**config.mk**
```make
export PLATFORM = sky130hd
export DESIGN_NAME = beam_break_level_detector_unit
export DESIGN_NICKNAME = d
export VERILOG_FILES = /design/src/hw/rtl/bbld_pkg.sv /design/src/hw/rtl/bbld_core.sv /design/src/hw/rtl/beam_break_level_detector_unit.sv
export SDC_FILE = /design/constraint.sdc
export NUM_CORES = 1
export LEC_CHECK = 0
export ABC_AREA = 1
export BUFFER_PORTS_ARGS = -buffer_cell sky130_fd_sc_hd__buf_2
export CAP_MARGIN = 20
export CORE_MARGIN = 2
export CORE_UTILIZATION = 57
export CTS_BUF_LIST = sky130_fd_sc_hd__clkbuf_4 sky130_fd_sc_hd__clkbuf_8
export CTS_CLUSTER_SIZE = 28
export DETAILED_ROUTE_END_ITERATION = 10
export PLACE_DENSITY = 0.82
export SETUP_SLACK_MARGIN = 0.1
export SLEW_MARGIN = 20
export SYNTH_ARGS = -nofsm -noshare
export SYNTH_HDL_FRONTEND = slang
export SYNTH_SLANG_ARGS = --single-unit
```
**constraint.sdc**
```tcl
create_clock -name clk -period 5.3 [get_ports clk]
set_clock_uncertainty 0.2 [all_clocks]
set_input_delay 0.795 -clock clk [delete_from_list [all_inputs] [get_ports clk]]
set_output_delay 0.795 -clock clk [all_outputs]
set_load 0.01 [all_outputs]
```
**src/hw/rtl/bbld_pkg.sv**
```systemverilog
// Shared types and constants for the beam-break level detector.
package bbld_pkg;

  localparam int NUM_LEVELS = 10;
  localparam int LEVEL_W    = 4;
  localparam int CNT_W      = 16;

  localparam logic [CNT_W-1:0] CNT_MAX = {CNT_W{1'b1}};

  // Word commands
  localparam logic CMD_TICK = 1'b0;
  localparam logic CMD_ARM  = 1'b1;

  // Report modes; the last code behaves as the quiet one
  localparam logic [1:0] MODE_ON_BLOCK   = 2'd0;
  localparam logic [1:0] MODE_ON_RECOVER = 2'd1;
  localparam logic [1:0] MODE_QUIET      = 2'd2;
  localparam logic [1:0] MODE_SPARE      = 2'd3;

  // Event kinds
  localparam logic [1:0] EV_NONE   = 2'd0;
  localparam logic [1:0] EV_REPORT = 2'd1;
  localparam logic [1:0] EV_BLOCK  = 2'd2;

  // Configuration register indexes
  localparam int CFG_IDX_W = 3;
  localparam logic [CFG_IDX_W-1:0] REG_BLOCK_THRESHOLD = 3'd0;
  localparam logic [CFG_IDX_W-1:0] REG_REPORT_MODE     = 3'd1;
  localparam logic [CFG_IDX_W-1:0] REG_RECOVER_COUNT   = 3'd2;
  localparam logic [CFG_IDX_W-1:0] REG_BLINK_PERIOD    = 3'd3;
  localparam logic [CFG_IDX_W-1:0] REG_BURST_PERIOD    = 3'd4;

  typedef struct packed {
    logic [15:0] block_threshold;
    logic [1:0]  report_mode;
    logic [7:0]  recover_count;
    logic [9:0]  blink_period;
    logic [3:0]  burst_period;
  } cfg_t;

  typedef struct packed {
    logic               carrier_on;
    logic [LEVEL_W-1:0] emit_level;
    logic               beat_led;
    logic               armed_beat_led;
    logic [1:0]         event_kind;
    logic [LEVEL_W-1:0] event_level;
  } result_t;

  function automatic logic [CNT_W-1:0] sat_inc(input logic [CNT_W-1:0] v);
    sat_inc = (v == CNT_MAX) ? v : v + CNT_W'(1);
  endfunction

endpackage

```
**src/hw/rtl/bbld_core.sv**
```systemverilog
// Detector state and per-word update: heartbeat, carrier gating, blockage qualifier.
module bbld_core import bbld_pkg::*; (
  input  logic                  clk,
  input  logic                  rst,
  input  logic                  en,
  input  logic                  cmd,
  input  logic [LEVEL_W-1:0]    arm_level,
  input  logic [NUM_LEVELS-1:0] receiver_bits,
  input  cfg_t                  cfg,
  output result_t               res
);

  logic [9:0]         blink_count, blink_count_next;
  logic [3:0]         burst_phase, burst_phase_next;
  logic [LEVEL_W-1:0] armed_level, armed_level_next;
  logic               blocked_seen, blocked_seen_next;
  logic [CNT_W-1:0]   blocked_count, blocked_count_next;
  logic [CNT_W-1:0]   recovered_count, recovered_count_next;
  logic               green_led, green_led_next;
  logic               blue_led, blue_led_next;

  logic [9:0]         blink_inc;
  logic [3:0]         phase_inc;
  logic [LEVEL_W-1:0] rx_idx;
  logic               rx;
  logic               block_hit;
  logic               gate_off;
  logic               carrier;

  always_comb begin
    blink_count_next     = blink_count;
    burst_phase_next     = burst_phase;
    armed_level_next     = armed_level;
    blocked_seen_next    = blocked_seen;
    blocked_count_next   = blocked_count;
    recovered_count_next = recovered_count;
    green_led_next       = green_led;
    blue_led_next        = blue_led;
    blink_inc            = blink_count + 10'd1;
    phase_inc            = burst_phase + 4'd1;
    rx_idx               = armed_level - LEVEL_W'(1);
    rx                   = receiver_bits[rx_idx];
    block_hit            = 1'b0;
    gate_off             = 1'b0;
    carrier              = 1'b0;
    res                  = '0;

    if (cmd == CMD_ARM) begin
      // Out-of-range levels leave the armed level alone
      if (arm_level <= LEVEL_W'(NUM_LEVELS)) begin
        armed_level_next = arm_level;
      end
    end else begin
      blink_count_next = blink_inc;
      if (blink_inc == cfg.blink_period) begin
        green_led_next = ~green_led;
        if (armed_level != '0) begin
          blue_led_next = ~blue_led;
        end
        blink_count_next = '0;
      end

      if (armed_level != '0) begin
        carrier          = (phase_inc == 4'd1);
        burst_phase_next = (phase_inc == cfg.burst_period) ? 4'd0 : phase_inc;

        if (rx) begin
          if (!blocked_seen) begin
            blocked_count_next = '0;
          end else begin
            recovered_count_next = sat_inc(recovered_count);
          end
        end else if (!blocked_seen) begin
          blocked_count_next = sat_inc(blocked_count);
        end

        block_hit = !blocked_seen && (blocked_count_next > cfg.block_threshold);
        if (block_hit) begin
          blocked_count_next   = '0;
          recovered_count_next = '0;
          if (cfg.report_mode == MODE_ON_BLOCK) begin
            res.event_kind   = EV_REPORT;
            res.event_level  = armed_level;
            armed_level_next = '0;
          end else if (cfg.report_mode == MODE_ON_RECOVER) begin
            blocked_seen_next = 1'b1;
            res.event_kind    = EV_BLOCK;
            res.event_level   = armed_level;
          end
          gate_off         = 1'b1;
          burst_phase_next = '0;
        end

        // Recovery check sees the counts as updated above
        if (cfg.report_mode == MODE_ON_RECOVER && blocked_seen_next &&
            recovered_count_next >= CNT_W'(cfg.recover_count)) begin
          res.event_kind       = EV_REPORT;
          res.event_level      = armed_level;
          armed_level_next     = '0;
          blocked_seen_next    = 1'b0;
          blocked_count_next   = '0;
          recovered_count_next = '0;
          gate_off             = 1'b1;
          burst_phase_next     = '0;
        end

        res.carrier_on = carrier && !gate_off;
        res.emit_level = res.carrier_on ? armed_level : '0;
      end
    end

    res.beat_led       = green_led_next;
    res.armed_beat_led = blue_led_next;
  end

  always_ff @(posedge clk) begin
    if (rst) begin
      blink_count     <= '0;
      burst_phase     <= '0;
      armed_level     <= '0;
      blocked_seen    <= 1'b0;
      blocked_count   <= '0;
      recovered_count <= '0;
      green_led       <= 1'b0;
      blue_led        <= 1'b0;
    end else if (en) begin
      blink_count     <= blink_count_next;
      burst_phase     <= burst_phase_next;
      armed_level     <= armed_level_next;
      blocked_seen    <= blocked_seen_next;
      blocked_count   <= blocked_count_next;
      recovered_count <= recovered_count_next;
      green_led       <= green_led_next;
      blue_led        <= blue_led_next;
    end
  end

endmodule

```
**src/hw/rtl/beam_break_level_detector_unit.sv**
```systemverilog
// Beam-break level detector top level: input register, detector core, result register.
//
// Each input word (a millisecond tick or an arm command) yields exactly one result word.
// A word is taken into an input register and processed by the detector core, which loads
// its result into an output register; the block sustains one word per clock while the
// output side does not stall. A word's result is held in the output register until the
// output side takes it. The input stalls only while both registers are full and the output
// is stalled. The configuration port is always ready; write it only while no words are in
// flight.
module beam_break_level_detector_unit import bbld_pkg::*; (
  input  logic                  clk,
  input  logic                  rst,
  input  logic                  in_valid,
  output logic                  in_stall,
  input  logic                  cmd,
  input  logic [LEVEL_W-1:0]    arm_level,
  input  logic [NUM_LEVELS-1:0] receiver_bits,
  output logic                  out_valid,
  input  logic                  out_stall,
  output logic                  carrier_on,
  output logic [LEVEL_W-1:0]    emit_level,
  output logic                  beat_led,
  output logic                  armed_beat_led,
  output logic [1:0]            event_kind,
  output logic [LEVEL_W-1:0]    event_level,
  input  logic                  cfg_valid,
  output logic                  cfg_ready,
  input  logic [CFG_IDX_W-1:0]  cfg_index,
  input  logic [15:0]           cfg_data
);

  cfg_t cfg;

  logic                  s1_valid;
  logic                  s1_cmd;
  logic [LEVEL_W-1:0]    s1_level;
  logic [NUM_LEVELS-1:0] s1_rx;

  logic    out_free;
  logic    s1_fire;
  result_t res;
  result_t out_word;

  assign cfg_ready = 1'b1;

  always_ff @(posedge clk) begin
    if (rst) begin
      cfg.block_threshold <= 16'd20;
      cfg.report_mode     <= MODE_ON_BLOCK;
      cfg.recover_count   <= 8'd6;
      cfg.blink_period    <= 10'd500;
      cfg.burst_period    <= 4'd5;
    end else if (cfg_valid && cfg_ready) begin
      unique case (cfg_index)
        REG_BLOCK_THRESHOLD: cfg.block_threshold <= cfg_data;
        REG_REPORT_MODE:     cfg.report_mode     <= cfg_data[1:0];
        REG_RECOVER_COUNT:   cfg.recover_count   <= cfg_data[7:0];
        REG_BLINK_PERIOD:    cfg.blink_period    <= cfg_data[9:0];
        REG_BURST_PERIOD:    cfg.burst_period    <= cfg_data[3:0];
        default: ;
      endcase
    end
  end

  // Advance the input stage whenever the result register is empty or being drained
  assign out_free = !out_valid || !out_stall;
  assign s1_fire  = s1_valid && out_free;
  assign in_stall = s1_valid && !out_free;

  always_ff @(posedge clk) begin
    if (rst) begin
      s1_valid <= 1'b0;
    end else if (!in_stall) begin
      s1_valid <= in_valid;
    end
  end

  always_ff @(posedge clk) begin
    if (in_valid && !in_stall) begin
      s1_cmd   <= cmd;
      s1_level <= arm_level;
      s1_rx    <= receiver_bits;
    end
  end

  bbld_core u_core (
    .clk           (clk),
    .rst           (rst),
    .en            (s1_fire),
    .cmd           (s1_cmd),
    .arm_level     (s1_level),
    .receiver_bits (s1_rx),
    .cfg           (cfg),
    .res           (res)
  );

  always_ff @(posedge clk) begin
    if (rst) begin
      out_valid <= 1'b0;
    end else if (out_free) begin
      out_valid <= s1_valid;
    end
  end

  always_ff @(posedge clk) begin
    if (s1_fire) begin
      out_word <= res;
    end
  end

  assign carrier_on     = out_word.carrier_on;
  assign emit_level     = out_word.emit_level;
  assign beat_led       = out_word.beat_led;
  assign armed_beat_led = out_word.armed_beat_led;
  assign event_kind     = out_word.event_kind;
  assign event_level    = out_word.event_level;

endmodule
```
==> results.yml, run 1 <==
run_status:
  run_status: "finished with violations"
  violations: "setup timing"
clocking:
  clk-insertion-delay-late_ns: 0.46
  cts_sinks: 123
  h-tree-depth: 4
  cts_tree: "built"
  cts.clk_slew.worst_paths_ns: 0.08
  hold_buffers: 0
  cts_root_buffer: "clkbuf_8"
  clk_path_buf_depth: 2
  cts_buffers: 17
synth:
  netlist_instances: 990
  synthesis.area_um2: 7090
  ys_seq_elements: 123
  ys_warn_count: 0
  ys_seq_area_share_pct: 38.7
  synth.top_cell.area_share_pct: 26.8
  synth_area_per_cell_um2: 7.16
  synth_nets: 1059
  async_flop_share_pct: 0
  synth_area_leaders: "dfxtp_1, edfxtp_1, nand2_1"
  synth_edf_count: 28
  yosysTopAreaCell: "dfxtp_1"
  synth_top_flop_cell: "dfxtp_1"
  synthDistinctLibCells: 51
  synth_most_common_cell: "nand2_1"
  synth_common_cells: "nand2_1, inv_1, nor2_1"
grt:
  overflow: 0
  grt_usage_pct: 27.5
  grt_pass1_vias: 6239
  antenna_found_initial: 0
  grt_max_degree: 49
  grt_pass1_wl_um: 29100
pwr:
  leakagePower_nw: 3.68
  ir_worst_vdd_v: 0.000264
  finalPower_mw: 2.59
  power_density_nw_per_um2: 300
worst_setup_path:
  critPathArrivalTime_ns: 5.60
  worst-path-buf-inv: 4
  critPathRequiredTime_ns: 5.47
  path_common_cell: "nand2_1"
  cp-startpoint: "u_core.blocked_count[6]"
  reg2reg_depth: 34
  slowest_stage: "dfxtp_1"
  crit_type: "flip-flop to flip-flop"
  rrSetupSlack_ns: -0.13
  cp-end-kind: "flip-flop"
  max_stage_delay_ns: 0.46
  timing.rr.end: "u_core.blocked_count[11]"
  critPathTopFamily: "simple AND/OR/NAND/NOR gates"
  crit_path_start_kind: "flip-flop"
  r2r-start: "u_core.blocked_count[6]"
  cp_max_fo: 6
placement:
  placed_cell_area_um2: 7540
  place.gp.congestion: 0.909
  numPortBuffers: 53
  dp_hpwl_um: 12100
  place_ws_ns: 0.00946
die:
  ioPinCount: 55
  die_x_um: 116
  fp.dieH_um: 116
  die_area_um2: 13300
  core_area_um2: 12100
  rows: 40
  start_util_pct: 58.8
hold_path:
  min_from: "cfg[38]"
  hold_path_depth: 2
  whs_endpoint: "cfg[38]"
  min_path_type: "flip-flop to flip-flop"
drt:
  wirelength_um: 20000
  vias_per_cell: 5.80
  drtIter0Drc: 702
  dr.pass1.iters: 6
  post-route-drc-count: 0
  wl_per_cell_um: 16.0
  ant_nets: 0
  vias: 7255
layout:
  area_growth_pct: 22.2
  layout-drive-gt1-share_pct: 22.3
  antenna_cells: 0
  final_area_um2: 8660
  fin_nets: 1139
sta:
  slew-limit-headroom_pct: 26.9
  min_period_ns: 5.43
  worst_pin_slew_ns: 1.10
  fin_crit_sh_pct: 102
  grt_setup_unrepaired: "yes"
  fmax_mhz: 184
  final_hold_viol_count: 0
  setup_viol_count_final: 2
  setup_slack_ns: -0.128
  slew_viol_final: 0
run:
  cap_viol_max_count: 0
placed cells by master, fill, tap and decap left out, types with 7 or more instances in the layout:
cell / instances
nand2_1: 202
inv_1: 120
dfxtp_1: 89
nor2_1: 87
a21oi_1: 76
nand3_1: 58
buf_2: 53
o21ai_0: 47
nand4_1: 35
buf_4: 30
edfxtp_1: 28
ha_1: 23
xor2_1: 18
clkbuf_8: 17
a21oi_2: 16
nor2_2: 13
nor3_1: 12
nand2_2: 12
nand3_2: 10
buf_6: 9
xnor2_1: 8
a22oi_1: 7
through the flow:
stage                     hold WS [ns]  std cells  TNS, ns  util, %
final                            0.266       1251   -0.130     71.8
after global routing             0.288       1251   -12.37     71.8
after CTS                        0.265       1228        0     66.3
after detailed placement         0.258       1194        0     62.5
after global placement           0.251       1194        0     62.5
after floorplan                  0.235        990        0        -
sequential cells by signal, indices dropped and copies added (netlist names), 2 cells and up:
name                    count
u_core.burst_phase          4
s1_rx                      10
emit_level                  4
s1_level                    4
event_kind                  2
cfg                        40
u_core.armed_level          4
u_core.recovered_count     16
event_level                 4
u_core.blink_count         10
u_core.blocked_count       16
where the power goes:
part	total (mW)	switching [mW]	internal [mW]
Clock	0.842	0.417	0.425
Sequential	1.01	0.0199	0.991
Combinational	0.741	0.477	0.264
area by class of cell:
class / count / area (um2)
Clock inverter: 15 / 166
Timing Repair Buffer: 97 / 697
Sequential cell: 123 / 2750
Fill cell: 891 / 3400
Inverter: 130 / 498
Clock buffer: 17 / 234
Tap cell: 168 / 210
Multi-Input combinational cell: 701 / 4100
worst register-to-register path, delay by kind of cell, from the launching register on:
| kind | cells | cell delay, ns |
|---|---|---|
| AND/OR/NAND/NOR | 25 | 3.01 |
| AO/OA/AOI/OAI | 3 | 0.53 |
| adder cells (fa/ha/maj) | 2 | 0.58 |
| buffers and inverters | 4 | 0.56 |
| flip-flops | 1 | 0.46 |
metal layers:
layer	wire length (um)	vias up	track usage (%)
li1	-	3421	-
met1	8010	3310	35.8
met2	9270	427	43.5
met3	1830	97	6.28
met4	879	0	13.2
met5	0	-	0
worst max path at each step:
| stage | cells past startpoint | slack (ns) | endpoint |
|---|---|---|---|
| 2_1_floorplan | 45 | 0.11 | event_level[2] |
| 3_3_place_gp | 34 | 0.13 | event_level[2] |
| 3_5_place_dp | 36 | 0.009 | emit_level[3] |
| 4_1_cts | 36 | 0.11 | emit_level[3] |
| 5_1_grt | 38 | -0.37 | u_core.blocked_count[11] |
| 6_report | 34 | -0.13 | u_core.blocked_count[11] |
cells by family after synthesis:
kind of cell | share of synthesized area (%)
flops | 38.7
compound gates | 12.9
buf+inv | 9.64
fa+ha+maj | 5.30
mux | 0.141
xor+xnor | 3.34
other cells | 0.0529
simple gates | 29.9
what timing repair did:
action	4_1_cts	5_1_grt
setup endpoints to repair	46	52
setup buffers	2	21
gates resized for setup	7	106
cloned	0	4
pin swaps	1	43
Note: power is estimated with default switching activity, not from simulation.
==> run 2, diff against run 1 <==
ABC_AREA = unset   (was 1)
CELL_PAD_IN_SITES_DETAIL_PLACEMENT = 1   (was unset)
CELL_PAD_IN_SITES_GLOBAL_PLACEMENT = 1   (was unset)
CORE_UTILIZATION = 43   (was 57)
PLACE_DENSITY = 0.81   (was 0.82)
==> run 2 against run 1 <==
Effect of this change: the flow still finishes with violations (setup timing); utilization down 16 points; sequential share of layout area fell by 0.63 points; count of clock-buffer cells in the layout stayed put; setup slack got worse by 0.82 ns; sequential power is essentially flat; register-to-register slack got worse by 0.82 ns; cell count down 8.8%; global-route usage increased by 1.8 points; critical path depth decreased by 7; area after synthesis decreased by 3.6%.
==> results.yml, run 2 <==
clocking:
  cts.clk_slew.worst_paths_ns: 0.08
  cts_buffers: 17
  clk_path_buf_depth: 2
  cts_sinks: 123
  hold_buffers: 0
  h-tree-depth: 4
  clk-insertion-delay-late_ns: 0.46
  cts_tree: "built"
  cts_root_buffer: "clkbuf_8"
sta:
  fmax_mhz: 160
  grt_setup_unrepaired: "yes"
  worst_pin_slew_ns: 1.03
  holdWs_ns: 0.270
  final_hold_viol_count: 0
  min_period_ns: 6.25
  setup_viol_count_final: 52
  setup_slack_ns: -0.949
  fin_crit_sh_pct: 118
  slew-limit-headroom_pct: 31.0
  slew_viol_final: 0
synth:
  synth_nets: 848
  ys_seq_elements: 123
  synth.top_cell.area_share_pct: 27.8
  async_flop_share_pct: 0
  netlist_instances: 779
  synth_area_leaders: "dfxtp_1, edfxtp_1, nand2_1"
  synthesis.area_um2: 6830
  yosysTopAreaCell: "dfxtp_1"
  synth_top_flop_cell: "dfxtp_1"
  synth_edf_count: 28
  synthDistinctLibCells: 77
  synth_common_cells: "nand2_1, dfxtp_1, nor2_1"
  ys_seq_area_share_pct: 40.2
  ys_warn_count: 0
  synth_area_per_cell_um2: 8.77
  synth_most_common_cell: "nand2_1"
die:
  core_area_um2: 15700
  die_area_um2: 16900
  die_x_um: 130
  ioPinCount: 55
  rows: 46
  start_util_pct: 43.5
  fp.dieH_um: 130
grt:
  grt_pass1_wl_um: 38000
  grt_pass1_vias: 7231
  antenna_found_initial: 0
  grt_usage_pct: 29.3
  grt_max_degree: 57
  overflow: 0
pwr:
  ir_worst_vdd_v: 0.000313
  power_density_nw_per_um2: 230
  leakagePower_nw: 3.41
worst_setup_path:
  critPathArrivalTime_ns: 6.44
  critPathRequiredTime_ns: 5.49
  crit_path_start_kind: "flip-flop"
  cp-end-kind: "flip-flop"
  crit_type: "flip-flop to flip-flop"
  cp_max_fo: 7
placement:
  placed_cell_area_um2: 7800
  place.gp.congestion: 0.886
  dp_hpwl_um: 16100
  numPortBuffers: 53
layout:
  layout-drive-gt1-share_pct: 30.2
  fillers: 1825
  top_register: "cfg"
  largest_reg_flops: 40
  final_area_um2: 8820
  layout_commonest_cell: "nand2_1"
  area_growth_pct: 29.1
  antenna_cells: 0
  mostFrequentLayoutCells: "nand2_1, dfxtp_1, buf_4"
  reg_top3: "cfg x40, u_core.blocked_count x16, u_core.recovered_count x16"
  fin_nets: 981
drt:
  dr.pass1.iters: 7
  wirelength_um: 24800
  drtIter0Drc: 447
  wl_per_cell_um: 21.7
  post-route-drc-count: 0
  vias_per_cell: 5.97
  vias: 6815
  ant_nets: 0
run_status:
  violations: "setup timing"
  run_status: "finished with violations"
hold_path:
  min_path_type: "flip-flop to flip-flop"
run:
  cap_viol_max_count: 0
[run 2: repair_timing]
item	4_1_cts	5_1_grt
gates resized for setup	50	26
endpoints found under the hold margin	0	0
setup buffers	15	13
pin swaps	31	32
endpoints found under the setup margin	52	52
[run 2: metal layers]
metal,up-vias,routed length [um],global-route usage [%]
li1,3090,-,-
met1,3399,9330,31.3
met2,237,13100,53.3
met3,89,1080,6.64
met4,0,1210,16.3
met5,-,0,0
[run 2: worst paths after layout]
check / start / end / slack [ns] / cells after the start
max: u_core.armed_level[0] / u_core.recovered_count[6] / -0.95 / 27
min: cfg[39] / cfg[39] / 0.27 / 2
max reg2reg: u_core.armed_level[0] / u_core.recovered_count[6] / -0.95 / 27
min reg2reg: cfg[39] / cfg[39] / 0.27 / 2
[run 2: area by class of cell]
cell class / instances / area, um2 / share of cell area [%]
clock buffer: 17 / 234 / 2.65
clock inverter: 15 / 149 / 1.69
inverter: 37 / 144 / 1.63
multi-input combinational: 579 / 4170 / 47.2
sequential: 123 / 2750 / 31.1
tap: 216 / 270 / 3.06
timing repair buffer: 154 / 1110 / 12.6
[run 2: stage by stage]
step | worst slack [ns] | TNS (ns) | util [%] | total power, mW | instances
after CTS | -0.869 | -39.63 | 54.7 | 2.02 | 1128
final | -0.949 | -44.22 | 56.1 | 2.03 | 1141
after detailed placement | -1.12 | -50.00 | 49.7 | 1.18 | 1081
after global placement | -0.702 | -30.38 | 49.7 | 1.17 | 1081
after floorplan | -0.395 | -12.08 | - | 1.11 | 779
after global routing | -1.14 | -53.89 | 56.1 | 2.10 | 1141
[run 2: critical path: stages (launching register included)]
cell	delay [ns]
dfxtp_4	0.40
inv_4	0.05
ha_4	0.28
mux4_2	0.33
mux2i_4	0.23
o22a_4	0.22
nand3_2	0.11
nor2_2	0.21
nand2_1	0.12
nand3_1	0.10
o21ai_0	0.16
ha_1	0.40
nand4_1	0.14
a2111o_1	0.47
a311oi_4	0.24
buf_6	0.18
buf_6	0.14
nor2_1	0.08
ha_1	0.36
a21oi_1	0.29
a31oi_2	0.16
buf_4	0.19
a2111oi_4	0.18
buf_4	0.19
a211oi_2	0.07
buf_4	0.18
nor3_4	0.29
a22o_1	0.21
[run 2: logic make-up after synthesis]
logic type | Yosys count | share of synthesized area (%)
AND/OR/NAND/NOR | 324 | 23.9
AO/OA/AOI/OAI | 183 | 19.3
other | 1 | 0.0549
flip-flops | 123 | 40.2
buffers and inverters | 77 | 5.29
XOR/XNOR | 33 | 4.23
multiplexers | 8 | 1.65
adder cells (fa/ha/maj) | 30 | 5.50
[run 2: report_power, final]
part | switching (mW) | total, mW | internal [mW]
logic | 0.119 | 0.200 | 0.0808
registers | 0.0188 | 0.998 | 0.980
clock network | 0.449 | 0.834 | 0.385
==> run 3, diff against run 2 <==
ABC_AREA = 1   (was unset)
BUFFER_PORTS_ARGS = -buffer_cell sky130_fd_sc_hd__buf_4   (was -buffer_cell sky130_fd_sc_hd__buf_2)
CORE_UTILIZATION = 41   (was 43)
==> run 3 against run 2 <==
Effect of this change: the run still ends with setup timing left; non-clock buffer count is 51 lower; wire length is 0.44% lower; global-route usage is 5.2 points lower; count of clock-buffer cells in the layout is 3 higher; largest cell class unchanged.
==> results.yml, run 3 (synthesis results as in run 1) <==
die:
  fp.dieH_um: 135
  die_area_um2: 18400
  die_x_um: 135
  rows: 48
  core_area_um2: 17100
  ioPinCount: 55
  start_util_pct: 41.4
layout:
  fillers: 2132
  final_area_um2: 8960
  fin_util_pct: 52.4
  area_growth_pct: 26.5
  mostFrequentLayoutCells: "nand2_1, inv_1, buf_4"
  layout-drive-gt1-share_pct: 22.4
  layout_commonest_cell: "nand2_1"
  largest_reg_flops: 40
  reg_top3: "cfg x40, u_core.blocked_count x16, u_core.recovered_count x16"
  stdcell_count: 1314
  top_register: "cfg"
  fin_nets: 1145
  antenna_cells: 0
clocking:
  cts_sinks: 123
  clk-insertion-delay-late_ns: 0.46
  hold_buffers: 0
  cts_tree: "built"
  cts_root_buffer: "clkbuf_8"
  h-tree-depth: 4
  cts_buffers: 17
  clk_path_buf_depth: 2
  cts.clk_slew.worst_paths_ns: 0.08
sta:
  grt_setup_unrepaired: "yes"
  fmax_mhz: 188
  setup_slack_ns: -0.0252
  setup_viol_count_final: 3
  holdWs_ns: 0.273
  slew_viol_final: 0
  finalSetupTns_ns: -0.0410
  worst_pin_slew_ns: 0.931
  min_period_ns: 5.33
  slew-limit-headroom_pct: 38.0
  final_hold_viol_count: 0
  fin_crit_sh_pct: 100
drt:
  post-route-drc-count: 0
  top_layer: "met4"
  wl_met1_um: 10600
  wl_per_cell_um: 18.8
  wl_met3_um: 917
  drtIter0Drc: 451
  ant_nets: 0
  dr.pass1.iters: 5
  vias: 7242
  wl_met2_um: 12300
  wirelength_um: 24700
  vias_per_cell: 5.51
placement:
  dp_hpwl_um: 14700
  place.gp.congestion: 0.870
  placed_cell_area_um2: 7780
  dp_cells: 1254
  numPortBuffers: 53
  place_ws_ns: -0.186
worst_setup_path:
  critPathRequiredTime_ns: 5.36
  path_common_cell: "nand2_1"
  critPathArrivalTime_ns: 5.39
  max_stage_delay_ns: 0.38
  cp-end-kind: "flip-flop"
  slowest_stage: "dfxtp_4"
  cp_max_fo: 7
  crit_path_start_kind: "flip-flop"
  crit_type: "flip-flop to flip-flop"
grt:
  overflow: 0
  grt_usage_pct: 24.0
  grt_max_degree: 49
  antenna_found_initial: 0
  grt_pass1_wl_um: 34900
  grt_pass1_vias: 6977
hold_path:
  min_path_type: "flip-flop to flip-flop"
pwr:
  switching_share_pct: 35.4
  leakagePower_nw: 3.81
  p_comb_share_pct: 30.4
  sequentialPowerShare_pct: 37.0
  ir_worst_vdd_v: 0.000217
  clkPwrFrac_pct: 32.6
  finalPower_mw: 2.75
  intPower_mw: 1.77
  power_density_nw_per_um2: 306
  power.switching_mw: 0.973
run_status:
  run_status: "finished with violations"
  violations: "setup timing"
run:
  cap_viol_max_count: 0
-- run 3: changes by cell type in the layout (fill, tap and decap cells not counted), moves of 9 or more --
cell     change
nand4_1     +17
a21oi_2     +16
a22o_1      -25
nand3_1     +31
nand2_1     +93
a21oi_1     +21
inv_1       +87
o21ai_0     +28
buf_2       -53
xnor2_1     -13
nand3_2      +9
nor2_1      +37
-- run 3: timing repair --
action                                 4_1_cts  5_1_grt
gates cloned                                 0        3
endpoints found under the hold margin        0        0
pin swaps                                    7       36
resized for setup                           16      107
setup endpoints to repair                   52       52
buffers inserted                             6       19
-- run 3: layout make-up --
cell class | instances | area [um2] | area share (%)
multi-input combinational | 701 | 4170 | 46.5
clock buffer | 20 | 256 | 2.86
sequential | 123 | 2760 | 30.8
clock inverter | 12 | 148 | 1.65
inverter | 130 | 505 | 5.64
tap | 225 | 282 | 3.14
timing repair buffer | 103 | 843 | 9.41
-- run 3: worst max-delay path: cells and delay by family (launching register included) --
family          cells  cell delay (ns)
simple gates       23             2.44
fa+ha+maj           3             0.73
compound gates      5             0.65
buf+inv             6             0.57
flops               1             0.38
xor+xnor            1             0.16
-- run 3: worst paths after layout --
check	slack (ns)	from	cells after the start	end
worst max-delay path	-0.03	u_core.armed_level[1]	38	event_kind[1]
worst min-delay path	0.27	cfg[18]	2	cfg[18]
worst max register to register	-0.03	u_core.armed_level[1]	38	event_kind[1]
worst min register to register	0.27	cfg[18]	2	cfg[18]
-- run 3: per-layer routing --
layer  global-route usage [%]  vias up
met1                     30.0     3544
met3                     3.74       65
li1                         -     3449
met4                     7.58        0
met2                     42.6      184
met5                        0        -
-- run 3: power groups by stage --
stage / logic [mW] / clock network [mW] / registers, mW
4_1_cts: 0.639 / 0.896 / 1.01
2_1_floorplan: 0.393 / 0 / 1.03
3_5_place_dp: 0.594 / 0 / 1.03
6_report: 0.835 / 0.894 / 1.02
3_3_place_gp: 0.581 / 0 / 1.03
5_1_grt: 0.888 / 0.943 / 1.02
